**src/hdl/sfcd_pkg.sv**
```systemverilog
// Shared constants and types for the sensor frame CRC decoder.
package sfcd_pkg;

  typedef logic [15:0] crc_t;
  typedef logic [2:0]  byte_pos_t;

  localparam crc_t CRC_INIT = 16'hFFFF;
  localparam crc_t CRC_POLY = 16'hA001;

  // Byte positions within the 8-byte response frame
  localparam byte_pos_t POS_HUM_HI  = 3'd2;
  localparam byte_pos_t POS_HUM_LO  = 3'd3;
  localparam byte_pos_t POS_TEMP_HI = 3'd4;
  localparam byte_pos_t POS_TEMP_LO = 3'd5;
  localparam byte_pos_t POS_CRC_LO  = 3'd6;
  localparam byte_pos_t POS_CRC_HI  = 3'd7;

  localparam int TEMP_MAG_W = 15;

endpackage

```
**src/hdl/sfcd_crc16_step.sv**
```systemverilog
// One-byte update of the reflected CRC-16 (poly 0xA001), purely combinational.
module sfcd_crc16_step (
  input  sfcd_pkg::crc_t crc_in,
  input  logic [7:0]     data_in,
  output sfcd_pkg::crc_t crc_out
);
  import sfcd_pkg::*;

  always_comb begin
    crc_t c;
    c = crc_in ^ {8'h00, data_in};
    for (int k = 0; k < 8; k++) begin
      if (c[0]) begin
        c = (c >> 1) ^ CRC_POLY;
      end else begin
        c = c >> 1;
      end
    end
    crc_out = c;
  end

endmodule

```
**src/hdl/sensor_frame_crc_decoder_core.sv**
```systemverilog
// Top level: byte-stream decoder for the 8-byte humidity/temperature sensor response.
//
//  channel | dir | tdata (low bit up)                         | tuser
//  --------+-----+--------------------------------------------+-------------
//  in_     | in  | [7:0] data_byte                            | frame_start
//  out_    | out | [15:0] temperature_tenths, [31:16] humid.  | crc_ok
//
// One byte per clock. Each accepted byte updates the frame state in the same
// cycle; the CRC step is an unrolled 8-bit update between the frame registers.
// The eighth byte loads the result register, seen on out_ the next cycle.
// rst_n (sync, active low) clears position, CRC, captured words and readings.
// Bytes 0..6 are taken even while a result waits; only a frame's last byte
// stalls in_tready until the result register is free.
module sensor_frame_crc_decoder_core (
  input  logic        clk,
  input  logic        rst_n,
  input  logic        in_tvalid,
  output logic        in_tready,
  input  logic [7:0]  in_tdata,   // [7:0] data_byte
  input  logic        in_tuser,   // [0] frame_start
  output logic        out_tvalid,
  input  logic        out_tready,
  output logic [31:0] out_tdata,  // [15:0] temperature_tenths, [31:16] humidity_tenths
  output logic        out_tuser   // [0] crc_ok
);
  import sfcd_pkg::*;

  // frame state
  byte_pos_t   pos_r, pos_nxt;
  crc_t        crc_r, crc_nxt;
  logic [15:0] hum_word_r, hum_word_nxt;
  logic [15:0] temp_word_r, temp_word_nxt;
  logic [7:0]  crc_lo_r, crc_lo_nxt;
  logic [15:0] held_temp_r, held_temp_nxt;
  logic [15:0] held_hum_r, held_hum_nxt;

  // result register
  logic        out_valid_r, out_valid_nxt;
  logic        out_ok_r, out_ok_nxt;
  logic [15:0] out_temp_r, out_temp_nxt;
  logic [15:0] out_hum_r, out_hum_nxt;

  byte_pos_t   cur_pos;
  crc_t        cur_crc;
  crc_t        crc_step;
  logic        is_last;
  logic        in_acc;
  logic        crc_match;
  logic [TEMP_MAG_W-1:0] temp_mag;
  logic [15:0] temp_2c;

  // frame_start restarts position and CRC before the byte is used
  assign cur_pos = in_tuser ? '0 : pos_r;
  assign cur_crc = in_tuser ? CRC_INIT : crc_r;
  assign is_last = (cur_pos == POS_CRC_HI);

  assign in_tready = !is_last || !out_valid_r || out_tready;
  assign in_acc    = in_tvalid && in_tready;

  sfcd_crc16_step u_crc (
    .crc_in  (cur_crc),
    .data_in (in_tdata),
    .crc_out (crc_step)
  );

  assign crc_match = ({in_tdata, crc_lo_r} == crc_r);

  // sign-magnitude to two's complement; minus zero falls out as zero
  assign temp_mag = temp_word_r[TEMP_MAG_W-1:0];
  assign temp_2c  = temp_word_r[15] ? 16'(-{1'b0, temp_mag}) : {1'b0, temp_mag};

  always_comb begin
    pos_nxt       = pos_r;
    crc_nxt       = crc_r;
    hum_word_nxt  = hum_word_r;
    temp_word_nxt = temp_word_r;
    crc_lo_nxt    = crc_lo_r;
    held_temp_nxt = held_temp_r;
    held_hum_nxt  = held_hum_r;
    out_ok_nxt    = out_ok_r;
    out_temp_nxt  = out_temp_r;
    out_hum_nxt   = out_hum_r;
    out_valid_nxt = out_valid_r && !out_tready;

    if (in_acc) begin
      pos_nxt = cur_pos + 3'd1;   // wraps to 0 after the last byte
      crc_nxt = (cur_pos < POS_CRC_LO) ? crc_step : cur_crc;

      unique case (cur_pos)
        POS_HUM_HI:  hum_word_nxt  = {in_tdata, hum_word_r[7:0]};
        POS_HUM_LO:  hum_word_nxt  = {hum_word_r[15:8], in_tdata};
        POS_TEMP_HI: temp_word_nxt = {in_tdata, temp_word_r[7:0]};
        POS_TEMP_LO: temp_word_nxt = {temp_word_r[15:8], in_tdata};
        POS_CRC_LO:  crc_lo_nxt    = in_tdata;
        POS_CRC_HI: begin
          crc_nxt = CRC_INIT;
          if (crc_match) begin
            held_temp_nxt = temp_2c;
            held_hum_nxt  = hum_word_r;
          end
          out_valid_nxt = 1'b1;
          out_ok_nxt    = crc_match;
          out_temp_nxt  = crc_match ? temp_2c : held_temp_r;
          out_hum_nxt   = crc_match ? hum_word_r : held_hum_r;
        end
        default: ;
      endcase
    end
  end

  always_ff @(posedge clk) begin
    if (!rst_n) begin
      pos_r       <= '0;
      crc_r       <= CRC_INIT;
      hum_word_r  <= '0;
      temp_word_r <= '0;
      crc_lo_r    <= '0;
      held_temp_r <= '0;
      held_hum_r  <= '0;
      out_valid_r <= 1'b0;
    end else begin
      pos_r       <= pos_nxt;
      crc_r       <= crc_nxt;
      hum_word_r  <= hum_word_nxt;
      temp_word_r <= temp_word_nxt;
      crc_lo_r    <= crc_lo_nxt;
      held_temp_r <= held_temp_nxt;
      held_hum_r  <= held_hum_nxt;
      out_valid_r <= out_valid_nxt;
    end
  end

  // payload of the result register, no reset
  always_ff @(posedge clk) begin
    out_ok_r   <= out_ok_nxt;
    out_temp_r <= out_temp_nxt;
    out_hum_r  <= out_hum_nxt;
  end

  assign out_tvalid = out_valid_r;
  assign out_tuser  = out_ok_r;
  assign out_tdata  = {out_hum_r, out_temp_r};

endmodule
```
**config.mk**
```make
export PLATFORM = sky130hd
export DESIGN_NAME = sensor_frame_crc_decoder_core
export DESIGN_NICKNAME = d
export VERILOG_FILES = /design/src/hdl/sfcd_pkg.sv /design/src/hdl/sfcd_crc16_step.sv /design/src/hdl/sensor_frame_crc_decoder_core.sv
export SDC_FILE = /design/constraint.sdc
export NUM_CORES = 1
export LEC_CHECK = 0
export BUFFER_PORTS_ARGS = -buffer_cell sky130_fd_sc_hd__clkbuf_2
export CORE_UTILIZATION = 54
export CTS_CLUSTER_SIZE = 40
export DETAILED_ROUTE_END_ITERATION = 8
export PLACE_DENSITY_LB_ADDON = 0.12
export SETUP_SLACK_MARGIN = 0.2
export SLEW_MARGIN = 15
export SYNTH_ARGS = -nofsm -noshare
export SYNTH_HDL_FRONTEND = slang
export SYNTH_SLANG_ARGS = --single-unit
export TNS_END_PERCENT = 10
```
**constraint.sdc**
```tcl
create_clock -name clk -period 3.15 [get_ports clk]
set_input_delay 0.63 -clock clk [delete_from_list [all_inputs] [get_ports clk]]
set_output_delay 0.63 -clock clk [all_outputs]
set_load 0.005 [all_outputs]
```
**After elaboration in Yosys (flattened, before gate mapping)**

Cells that the tools add are included.

- Add/sub/neg operators: 2
- $mul: 0
- Divide/modulo/power cells: 0
- Magnitude comparators: 1
- Eq/ne operators: 7
- Shift operators: 0
- Multiplexer cells: 19
- Bitwise operators: 13
- Reductions and logical operators: 13

Operators with widths:

| cell | number |
|---|---|
| two-way mux 16 bit | 14 |
| case mux 16 bit (2 select lines) | 2 |
| inverter 2 -> 3 bit | 8 |
| equality test 16 bit | 1 |
| negator 15 -> 16 bit | 1 |
| bitwise XOR 16 x 8 -> 16 bit | 1 |
| equality test 3 bit, second input constant | 4 |
| AND reduction 3 bit | 4 |
| equality test 3 x 2 -> 1 bit, second input constant | 2 |
| inverter 1 bit | 4 |
| AND reduction 2 bit | 2 |
| adder 3 x 1 -> 3 bit, second input constant | 1 |
| zero test 1 bit | 3 |
| less-than comparator 3 bit, second input constant | 1 |
| two-way mux 3 bit | 1 |
| logical AND 1 bit | 2 |
| logical OR 1 bit | 2 |
| two-way mux 1 bit | 2 |

- Register bits: 125
- Latch bits: 0
- Bits in writable memories: 0
- Memory bits (read-only): 0
- Output and inout port bits: 35
- Memories kept: 0

**Depth between registers and ports, before layout**

Gate-level depths: netlist of the first run.

- Word-level depth: 20
- Depth in mapped cells: 11

**Modules after synthesis**

A second synthesis of the first run with hierarchy kept.

- Cells, all modules: 563
- Area total of the unflattened synthesis: 5,736.8 µm²

By module, submodules not included:

| module | instances | cells each | area an instance (µm²) |
|---|---|---|---|
| sensor_frame_crc_decoder_core | 1 | 534 | 5,452.7 |
| sfcd_crc16_step | 1 | 29 | 284.0 |

**Worst setup path before layout of the first run**

No wires, ideal clock.

- Path type: input-to-reg
- Start point: input in_tuser
- End point: register held_temp_r[4]
- Setup time: 0.117 ns
- Data arrival time: 2.887 ns
- Setup slack: 0.145 ns
- Stages on the path: 10
- Cells stage by stage: clkbuf_1 -> nor2b_1 -> ha_1 -> ha_1 -> nand3_1 -> inv_1 -> nand2_1 -> clkbuf_1 -> nor2_1 -> nor3b_2

- Cells in the longest elaborated chain, start to end: 7

Ends and longest elaborated chain:

| what | line | text |
|---|---|---|
| start: declaration | sensor_frame_crc_decoder_core.sv:20 | `input logic in_tuser,` |
| two-way mux 3 bit * | sensor_frame_crc_decoder_core.sv:53 | `assign cur_pos = in_tuser ? '0 : pos_r;` |
| equality test 3 bit * | sensor_frame_crc_decoder_core.sv:55, sensor_frame_crc_decoder_core.sv:89 |  |
| zero test 1 bit | sensor_frame_crc_decoder_core.sv:57 | `assign in_tready = !is_last \|\| !out_valid_r \|\| out_tready;` |
| logical OR 1 bit (2 in series) | sensor_frame_crc_decoder_core.sv:57 |  |
| logical AND 1 bit | sensor_frame_crc_decoder_core.sv:58 | `assign in_acc = in_tvalid && in_tready;` |
| AND reduction 2 bit (no source line) * | - |  |
| end signal: assignment | sensor_frame_crc_decoder_core.sv:127 | `held_temp_r <= held_temp_nxt;` |
| end: declaration | sensor_frame_crc_decoder_core.sv:34 | `logic [15:0] held_temp_r, held_temp_nxt;` |

Mark *: on every way between the ends. The rest lies on a longest branch, timed or not.
A chain may end at the register's enable or synchronous reset.

**Worst setup path in the final report of the first run**

- Start point: register pos_r[0]
- End point: register temp_word_r[10]

- Cells in the longest elaborated chain, start to end: 7
- Elaborated cells between the ends (all ways): 10
- Those cells by class: eq/ne: 3; mux: 1; bitwise: 1; reduce/logical: 5

Ends and longest elaborated chain:

| what | line | text |
|---|---|---|
| start: declaration | sensor_frame_crc_decoder_core.sv:29 | `byte_pos_t pos_r, pos_nxt;` |
| start signal: assignment | sensor_frame_crc_decoder_core.sv:122 | `pos_r <= pos_nxt;` |
| two-way mux 3 bit * | sensor_frame_crc_decoder_core.sv:53 |  |
| equality test 3 bit | sensor_frame_crc_decoder_core.sv:55 | `assign is_last = (cur_pos == POS_CRC_HI);` |
| zero test 1 bit | sensor_frame_crc_decoder_core.sv:57 |  |
| logical OR 1 bit (2 in series) | sensor_frame_crc_decoder_core.sv:57 |  |
| logical AND 1 bit | sensor_frame_crc_decoder_core.sv:58 |  |
| AND reduction 3 bit (no source line) * | - |  |
| end signal: assignment | sensor_frame_crc_decoder_core.sv:125 | `temp_word_r <= temp_word_nxt;` |
| end: declaration | sensor_frame_crc_decoder_core.sv:32 | `logic [15:0] temp_word_r, temp_word_nxt;` |

Marks and branches as above.

==> qor.csv, run 1 <==
metric;value;unit
muxShareOfSynthArea;13.1;%
multi_input_area;2840;sq um
relSlewSlack;51.5;%
drv_cap;0;
wl_per_cell;16.3;um
syn-num-nets;589;
syn-mean-instance-area;10.4;sq um
cts_resized;0;
antenna_cells;0;
track_usage;24.0;%
min_delay_path_depth;3;
clk_pin_slew;0.06;ns
ir_drop;0.341;mV
tns;0;ns
htree_levels;4;
rsz0062_at_grt;no;
viasPerCell;5.35;
hold_ws;0.437;ns
synth_edf_count;33;
r2r_start;pos_r[0];
syn_area;5890;sq um
first_global_vias;3951;
drtIter0Drc;206;
ys_ff_latch;125;
leakagePower;2.63;nW
start_kind;register;
power_density;549;nW/um^2
portBuffers;47;
dr.pass1.iters;4;
cp-end-kind;register;
hold_buffers;0;
ios;48;
slew_viol_final;0;
clock.fmax;398;MHz
drive_gt1_share;22.8;%
num_rows;37;
timing.rr.end;temp_word_r[10];
dieArea;11300;sq um
die_x;106;um
routed_wl;12500;um
gp_congestion;0.791;
clk_latency;0.53;ns
die_h;106;um
syn_to_final_growth;15.9;%
tightest_slew;0.725;ns
final-setup-viol-count;0;
yosysWarnings;0;
cts_setup_buffers;0;
hold_viol;0;
reg2reg_depth;10;
n_fill_cell;842;
antenna_found_initial;0;
synth_compound_area_share;7.13;%
yosys.area.top_type;dfxtp_1;
stdcell_count;764;
fin_worst_skew;0.00760;ns
seq_area_frac_synth;48.1;%
syn-instance-count;569;
cts_tree;done;
drc;0;
synth_fa_ha_area_share;1.49;%
clock-sinks;125;
nets;635;
synth_simple_gate_area_share;18.7;%
grt_max_degree;40;
worstHoldPathType;primary input to register;
yosysUniqueCellTypes;47;
dp_cells;732;
synth_top_family_by_area;simple AND/OR/NAND/NOR gates;
clockBufferDepth;2;
numCtsBuffers;17;
status;complete, no violations;
fin_crit_sh;79.8;%
rrSetupSlack;0.64;ns
cts_root_buf;clkbuf_8;
synthTopCellsByCount;92 x dfxtp_1, 66 x nand2_1, 44 x nor2b_1;
regArea;2830;sq um
critPathMaxFanout;12;
final_antenna_net_count;0;
required;3.56;ns
synth_xor_area_share;7.73;%
async_reset_ff_share;0;%
fin_total_pwr;3.75;mW
yosysMostFrequentCell;dfxtp_1;
dp_hpwl;8360;um
synthTopCellsByArea;dfxtp_1 31%, edfxtp_1 17%, mux2i_1 7.0%;
coreArea;10500;sq um
worstPathArrival;2.93;ns
grt_pass1_wl;20400;um
grt_remaining_overflow;0;
vias;4089;
initial_core_util;56.3;%
path_class;register to register;
layout_min_cycle_time;2.51;ns
hold_start;out_tready;
yosys_most_used_dff;dfxtp_1;
min_to;out_tvalid;
synth.top_cell.area_share;31.3;%
-- layer usage --
| metal | vias up | share of wire (%) | GRT usage [%] |
|---|---|---|---|
| met5 | - | 0 | 0 |
| met4 | 0 | 0.79 | 7.93 |
| met3 | 9 | 3.8 | 7.11 |
| met2 | 89 | 47 | 37.2 |
| met1 | 1952 | 49 | 32.1 |
| li1 | 2039 | - | - |
-- power by group --
| part | switching, mW | total (mW) | internal (mW) |
|---|---|---|---|
| Combinational | 0.122 | 0.233 | 0.111 |
| Clock | 0.693 | 1.83 | 1.13 |
| Sequential | 0.0290 | 1.69 | 1.66 |
| Total | 0.844 | 3.75 | 2.91 |
-- worst max-delay path: stages, from the launching register on --
cell	delay, ns
dfxtp_1	0.31
nor2b_1	0.17
ha_1	0.23
ha_1	0.23
nand3b_1	0.11
and2_1	0.37
nand2_1	0.13
nor3b_1	0.30
buf_4	0.26
mux2i_1	0.22
nor2b_1	0.07
-- per-stage QoR --
stage	cell area [sq um]	setup slack [ns]	util, %
finish	6830	0.635	65.3
global route	6830	0.417	65.3
CTS	6830	0.626	65.3
detailed placement	6270	0.194	59.9
global placement	6270	0.245	59.9
floorplan	5900	0.203	-
-- sequential cells by signal, summed over array words and instances (netlist names) --
signal / cells
crc_r: 16
held_hum_r: 16
held_temp_r: 16
hum_word_r: 16
out_hum_r: 16
out_temp_r: 16
temp_word_r: 16
crc_lo_r: 8
pos_r: 3
out_tuser: 1
out_tvalid: 1
-- cell type report --
type                    count  share of cell area, %
clock buffers              23                   7.00
well taps                 136                   2.49
repair buffers             66                   5.71
inverters                   8                  0.494
clock inverters             9                   1.26
flip-flops and latches    125                   41.5
multi-input cells         397                   41.6
-- how the worst max path moves through the flow --
| stage | startpoint | end | slack, ns | depth (start not counted) |
|---|---|---|---|---|
| final | pos_r[0] | temp_word_r[10] | 0.64 | 10 |
| after global routing | pos_r[0] | temp_word_r[8] | 0.42 | 10 |
| after CTS | pos_r[0] | temp_word_r[14] | 0.63 | 10 |
| after detailed placement | in_tuser | temp_word_r[10] | 0.19 | 12 |
| after global placement | in_tuser | temp_word_r[13] | 0.25 | 12 |
| after floorplan | in_tuser | held_temp_r[14] | 0.20 | 11 |
-- cell families (layout without fill, tap and decap cells) --
logic type | Yosys count | count (layout)
simple gates | 205 | 205
flops | 125 | 125
mux | 73 | 73
compound gates | 60 | 60
xor+xnor | 52 | 52
buf+inv | 47 | 106
fa+ha+maj | 7 | 7
-- placed cells by master (no fill, tap or decap), types with 2 or more instances in the layout --
cell        synthesis  layout
clkbuf_2            1      47
buf_4               6      18
o31ai_1             7       7
o211ai_1            8       8
o21ai_0            13      13
and3_1              2       2
nand2b_1            2       2
nand3_1             6       6
clkinv_4            0       3
xnor2_1            43      43
clkbuf_1           20       3
xor2_1              9       9
clkbuf_16           0      17
edfxtp_1           33      33
clkinv_2            0       3
mux2_2             32      32
nor2b_1            44      44
a21oi_1             3       3
a21boi_1           19      19
ha_1                7       7
inv_1               8       7
nand2_1            66      65
nand4_1             4       4
nor4_1              2       2
dfxtp_1            92      92
clkbuf_8            0       3
nor2_1             39      39
o211a_1             2       2
nor3b_1             5       5
clkinvlp_4          0       3
nor3_1              8       8
nor3b_2            11      11
mux2i_1            41      41
or3_1               3       3
and2_1              5       5
a211o_1             2       2
No activity file was read; power rests on OpenSTA's default activity.
==> inputs of run 2 (changes only) <==
- ABC_AREA: not set -> 1
- clock period: 3.15 -> 2.1 ns (I/O delays scaled with it)
==> qor.csv, run 2 <==
metric;value;unit;change
cts_tree;done;;
start_kind;register;;
worstHoldPathType;primary input to register;;
yosys_most_used_dff;dfxtp_1;;
power_density;845;nW/um^2;+54%
gp_congestion;0.907;;+15%
swShare;23.7;%;+1.2 points
tightest_slew;0.445;ns;-0.280 ns
path_class;register to register;;
ios;48;;unchanged
dr.pass1.iters;5;;+1
yosysWarnings;0;;unchanged
dp_hpwl;8700;um;+4.0%
stdcell_count;913;;+20%
required;2.52;ns;-1.04 ns
grt_pass1_wl;22000;um;+7.8%
track_usage;25.5;%;+1.5 points
dp_cells;870;;+19%
p_clk_share;50.1;%;+1.4 points
status;complete, no violations;;
wl_per_cell;15.2;um;-7.0%
clockBufferDepth;2;;unchanged
cp-end-kind;register;;
routed_wl;13900;um;+11%
syn_area;5660;sq um;-3.9%
seq_area_frac_synth;50.0;%;+2.0 points
n_fill_cell;761;;-9.6%
yosysMostFrequentCell;inv_1;;
vias;4886;;+19%
rsz0062_at_grt;yes;;
antenna_found_initial;0;;unchanged
yosysUniqueCellTypes;38;;-19%
dieArea;10900;sq um;-3.9%
async_reset_ff_share;0;%;unchanged
nets;784;;+23%
mostFrequentLayoutCell;nand2_1;;
die_x;104;um;-2.0%
hold_ws;0.229;ns;-0.209 ns
syn-mean-instance-area;8.35;sq um;-19%
cts_root_buf;clkbuf_8;;
layout_common_cells;88 x nand2_1, 85 x dfxtp_1, 83 x inv_1;;
worstPathArrival;2.32;ns;-0.61 ns
coreArea;10200;sq um;-2.2%
ir_drop;0.548;mV;+61%
synthTopCellsByArea;dfxtp_1 33%, edfxtp_1 18%, inv_1 6.2%;;
seqPwrFrac;42.1;%;-3.0 points
yosys.area.top_type;dfxtp_1;;
rrSetupSlack;0.20;ns;-0.43 ns
viasPerCell;5.35;;about the same
htree_levels;4;;unchanged
die_h;104;um;-2.0%
p_int;4.63;mW;+59%
fin_worst_skew;0.0109;ns;+0.00332 ns
drv_cap;0;;unchanged
clk_latency;0.51;ns;-0.02 ns
p_sw;1.43;mW;+70%
synth_edf_count;33;;unchanged
hold_viol;0;;unchanged
crit_chain;inv_2 > nor2_4 > ha_4 > ha_4 > nand2_2 > nand2_2 > buf_6 > nor3_2 > buf_6 > o21ai_0 > a21oi_1;;
critPathMaxFanout;12;;unchanged
hold_buffers;0;;unchanged
numCtsBuffers;17;;unchanged
drc;0;;unchanged
syn_to_final_growth;26.7;%;
portBuffers;47;;unchanged
grt_remaining_overflow;0;;unchanged
tns;0;ns;unchanged
clock-sinks;125;;unchanged
ys_ff_latch;125;;unchanged
grt_max_degree;41;;+2.5%
drive_gt1_share;25.5;%;+2.7 points
clock.fmax;527;MHz;+33%
finalCoreUtilization;70.1;%;+4.8 points
synthTopCellsByCount;93 x inv_1, 92 x dfxtp_1, 92 x nand2_1;;
clk_pin_slew;0.06;ns;about the same
first_global_vias;4610;;+17%
combPwrFrac;7.8;%;+1.6 points
final-setup-viol-count;0;;unchanged
leakagePower;3.27;nW;+25%
initial_core_util;55.3;%;-1.0 points
syn-num-nets;698;;+19%
synth.top_cell.area_share;32.5;%;+1.3 points
cpPeakStageDelay;0.30;ns;-0.07 ns
num_rows;37;;unchanged
slew_viol_final;0;;unchanged
crit_slowest_cell;dfxtp_1;;
relSlewSlack;70.3;%;+19 points
syn-instance-count;678;;+19%
drtIter0Drc;279;;+35%
final_antenna_net_count;0;;unchanged
antenna_cells;0;;unchanged
fin_crit_sh;90.4;%;+11 points
layout_min_cycle_time;1.90;ns;-0.617 ns
run 2: through the flow:
step	setup slack (ns)	cell area [sq um]	power (mW)
2_1_floorplan	-0.184	5750	2.89
3_3_place_gp	-0.152	6310	3.02
3_5_place_dp	-0.124	6310	3.03
4_1_cts	0.105	6940	6.05
5_1_grt	0.0756	7170	6.24
6_report	0.202	7170	6.06
run 2: path summary, 6_finish.rpt:
path                        start               to  cells after the start
hold reg to reg   held_temp_r[14]  held_temp_r[14]                      2
setup / recovery         pos_r[1]   temp_word_r[0]                     11
hold / removal              rst_n       out_tvalid                      3
setup reg to reg         pos_r[1]   temp_word_r[0]                     11
run 2: cells by family after synthesis:
group / count (synthesis) / synth area share [%]
adder cells (fa/ha/maj): 7 / 1.55
AO/OA/AOI/OAI: 175 / 17.0
buffers and inverters: 131 / 9.48
XOR/XNOR: 34 / 5.66
flip-flops: 125 / 50.0
AND/OR/NAND/NOR: 206 / 16.3
run 2: layout make-up:
class | count | area (sq um) | share of cell area (%)
well taps | 136 | 170 | 2.37
multi-input cells | 422 | 2470 | 34.4
clock inverters | 13 | 190 | 2.65
flip-flops and latches | 125 | 2850 | 39.7
clock buffers | 19 | 422 | 5.88
repair buffers | 99 | 691 | 9.63
inverters | 99 | 384 | 5.36
run 2: per-layer routing:
layer / vias to the layer above / part of all wire, % / track usage (%)
met4: 0 / 1.8 / 9.29
met5: - / 0 / 0
met1: 2321 / 45 / 32.9
met3: 22 / 4.6 / 5.51
met2: 134 / 48 / 42.0
li1: 2409 / - / -
run 2: repair_timing:
item / CTS / global route
cloned: 0 / 3
setup buffers: 0 / 8
resized for setup: 9 / 45
setup endpoints to repair: 87 / 135
pin swaps: 2 / 13
run 2: power groups by stage:
stage | combinational (mW) | sequential, mW | clock, mW
after floorplan | 0.308 | 2.58 | 0
after global placement | 0.428 | 2.60 | 0
after detailed placement | 0.436 | 2.60 | 0
after CTS | 0.444 | 2.55 | 3.05
after global routing | 0.516 | 2.55 | 3.17
final | 0.472 | 2.55 | 3.04
run 2: worst max-delay path: cells and delay by family (launching register included):
family / cells / cell delay, ns
compound gates: 2 / 0.31
fa+ha+maj: 2 / 0.33
simple gates: 4 / 0.43
flops: 1 / 0.30
buf+inv: 3 / 0.43
==> inputs of run 3 (changes only) <==
- CORE_ASPECT_RATIO: not set -> 1.25
==> qor.csv, run 3 (synthesis gave the netlist of run 2 again) <==
metric;value;unit;change
mostFrequentLayoutCell;nand2_1;;
cts_root_buf;clkbuf_16;;
ios;48;;unchanged
viasPerCell;5.33;;-0.44%
tightest_slew;0.389;ns;-0.0568 ns
tns;0;ns;unchanged
n_fill_cell;796;;+4.6%
status;complete, no violations;;
relSlewSlack;74.1;%;+3.8 points
htree_levels;4;;unchanged
dp_hpwl;8800;um;+1.2%
fin_total_pwr;5.96;mW;-1.7%
num_rows;41;;+11%
power_density;833;nW/um^2;-1.5%
numCtsBuffers;17;;unchanged
dieArea;10900;sq um;about the same
top_layer;met4;;
die_h;116;um;+12%
drc;0;;unchanged
layout_min_cycle_time;1.91;ns;+0.0123 ns
gp_congestion;0.925;;+2.0%
track_usage;25.1;%;-0.45 points
drive_gt1_share;24.0;%;-1.5 points
grt_remaining_overflow;0;;unchanged
rsz0062_at_grt;yes;;
nets;781;;-0.38%
grt_pass1_wl;20800;um;-5.4%
finalCoreUtilization;70.5;%;+0.39 points
slew_viol_final;0;;unchanged
grt_max_degree;41;;unchanged
wl_met3;661;um;+3.9%
critPathMaxFanout;13;;+1
cts_tree;done;;
fin_worst_skew;0.00862;ns;-0.00230 ns
layout_common_cells;88 x nand2_1, 87 x inv_1, 86 x dfxtp_1;;
clock.fmax;524;MHz;-0.64%
final-setup-viol-count;0;;unchanged
hold_buffers;0;;unchanged
vias;4811;;-1.5%
dr.pass1.iters;5;;unchanged
dr_wl_met2;6600;um;-1.3%
wl_met1;5660;um;-10%
initial_core_util;55.7;%;+0.40 points
rrSetupSlack;0.19;ns;about the same
dp_slack;-0.159;ns;-0.0352 ns
fin_crit_sh;91.0;%;+0.58 points
required;2.46;ns;-0.06 ns
leakagePower;3.23;nW;-1.3%
die_x;93.6;um;-10%
wl_per_cell;14.6;um;-3.7%
clk_latency;0.42;ns;-0.09 ns
coreArea;10200;sq um;-0.72%
portBuffers;47;;unchanged
clockBufferDepth;2;;unchanged
antenna_found_initial;0;;unchanged
worstHoldPathType;primary input to register;;
drtIter0Drc;279;;unchanged
antenna_cells;0;;unchanged
hold_viol;0;;unchanged
path_class;register to register;;
final_antenna_net_count;0;;unchanged
dp_cells;863;;-0.80%
cp-end-kind;register;;
routed_wl;13200;um;-4.7%
drv_cap;0;;unchanged
syn_to_final_growth;26.4;%;
timing.final.ws_setup;0.190;ns;-0.0123 ns
ir_drop;0.581;mV;+6.1%
start_kind;register;;
clock-sinks;125;;unchanged
first_global_vias;4442;;-3.6%
worstPathArrival;2.27;ns;-0.05 ns
clk_pin_slew;0.06;ns;about the same
stdcell_count;903;;-1.1%
==> run 3: final timing paths <==
path / from / endpoint / cells past startpoint
worst max-delay path: crc_r[12] / held_temp_r[2] / 8
worst min-delay path: rst_n / out_tvalid / 3
worst max register to register: crc_r[12] / held_temp_r[2] / 8
worst min register to register: held_temp_r[14] / held_temp_r[14] / 2
==> run 3: area by class of cell <==
| cell class | instances | area, sq um | area share [%] |
|---|---|---|---|
| Sequential cell | 125 | 2850 | 39.8 |
| Timing Repair Buffer | 95 | 726 | 10.1 |
| Tap cell | 129 | 161 | 2.26 |
| Inverter | 99 | 388 | 5.42 |
| Timing Repair inverter | 1 | 7.51 | 0.105 |
| Clock buffer | 20 | 447 | 6.24 |
| Multi-Input combinational cell | 422 | 2440 | 34.1 |
| Clock inverter | 12 | 145 | 2.03 |
==> run 3: timing repair <==
item / CTS / global route
pin swaps: 0 / 8
endpoints found under the setup margin: 76 / 141
cloned: 0 / 3
gates resized for setup: 2 / 38
buffers inserted: 0 / 5
==> run 3: per-stage QoR <==
stage	hold slack, ns	cell area (sq um)
floorplan	0.419	5750
global placement	0.429	6350
detailed placement	0.437	6350
CTS	0.329	6950
global route	0.367	7160
finish	0.341	7160
==> run 3: worst max-delay path, cell delays in order (launching register included) <==
cell and delay (ns):
dfxtp_2 0.36, xnor2_2 0.12, nand4_1 0.21, nor3_2 0.27
nand2_2 0.18, buf_4 0.19, clkbuf_16 0.17, o21ai_1 0.18
a22o_1 0.16
==> run 3: where the power goes <==
| part | internal [mW] | switching (mW) | leakage [nW] | total [mW] |
|---|---|---|---|---|
| Clock | 1.88 | 1.05 | 0.283 | 2.93 |
| Combinational | 0.198 | 0.283 | 1.91 | 0.481 |
| Sequential | 2.51 | 0.0457 | 1.04 | 2.55 |
==> run 3: per-layer routing <==
layer / up-vias / global-route usage (%)
li1: 2402 / -
met1: 2247 / 29.8
met2: 138 / 43.4
met3: 24 / 6.64
met4: 0 / 9.54
met5: - / 0
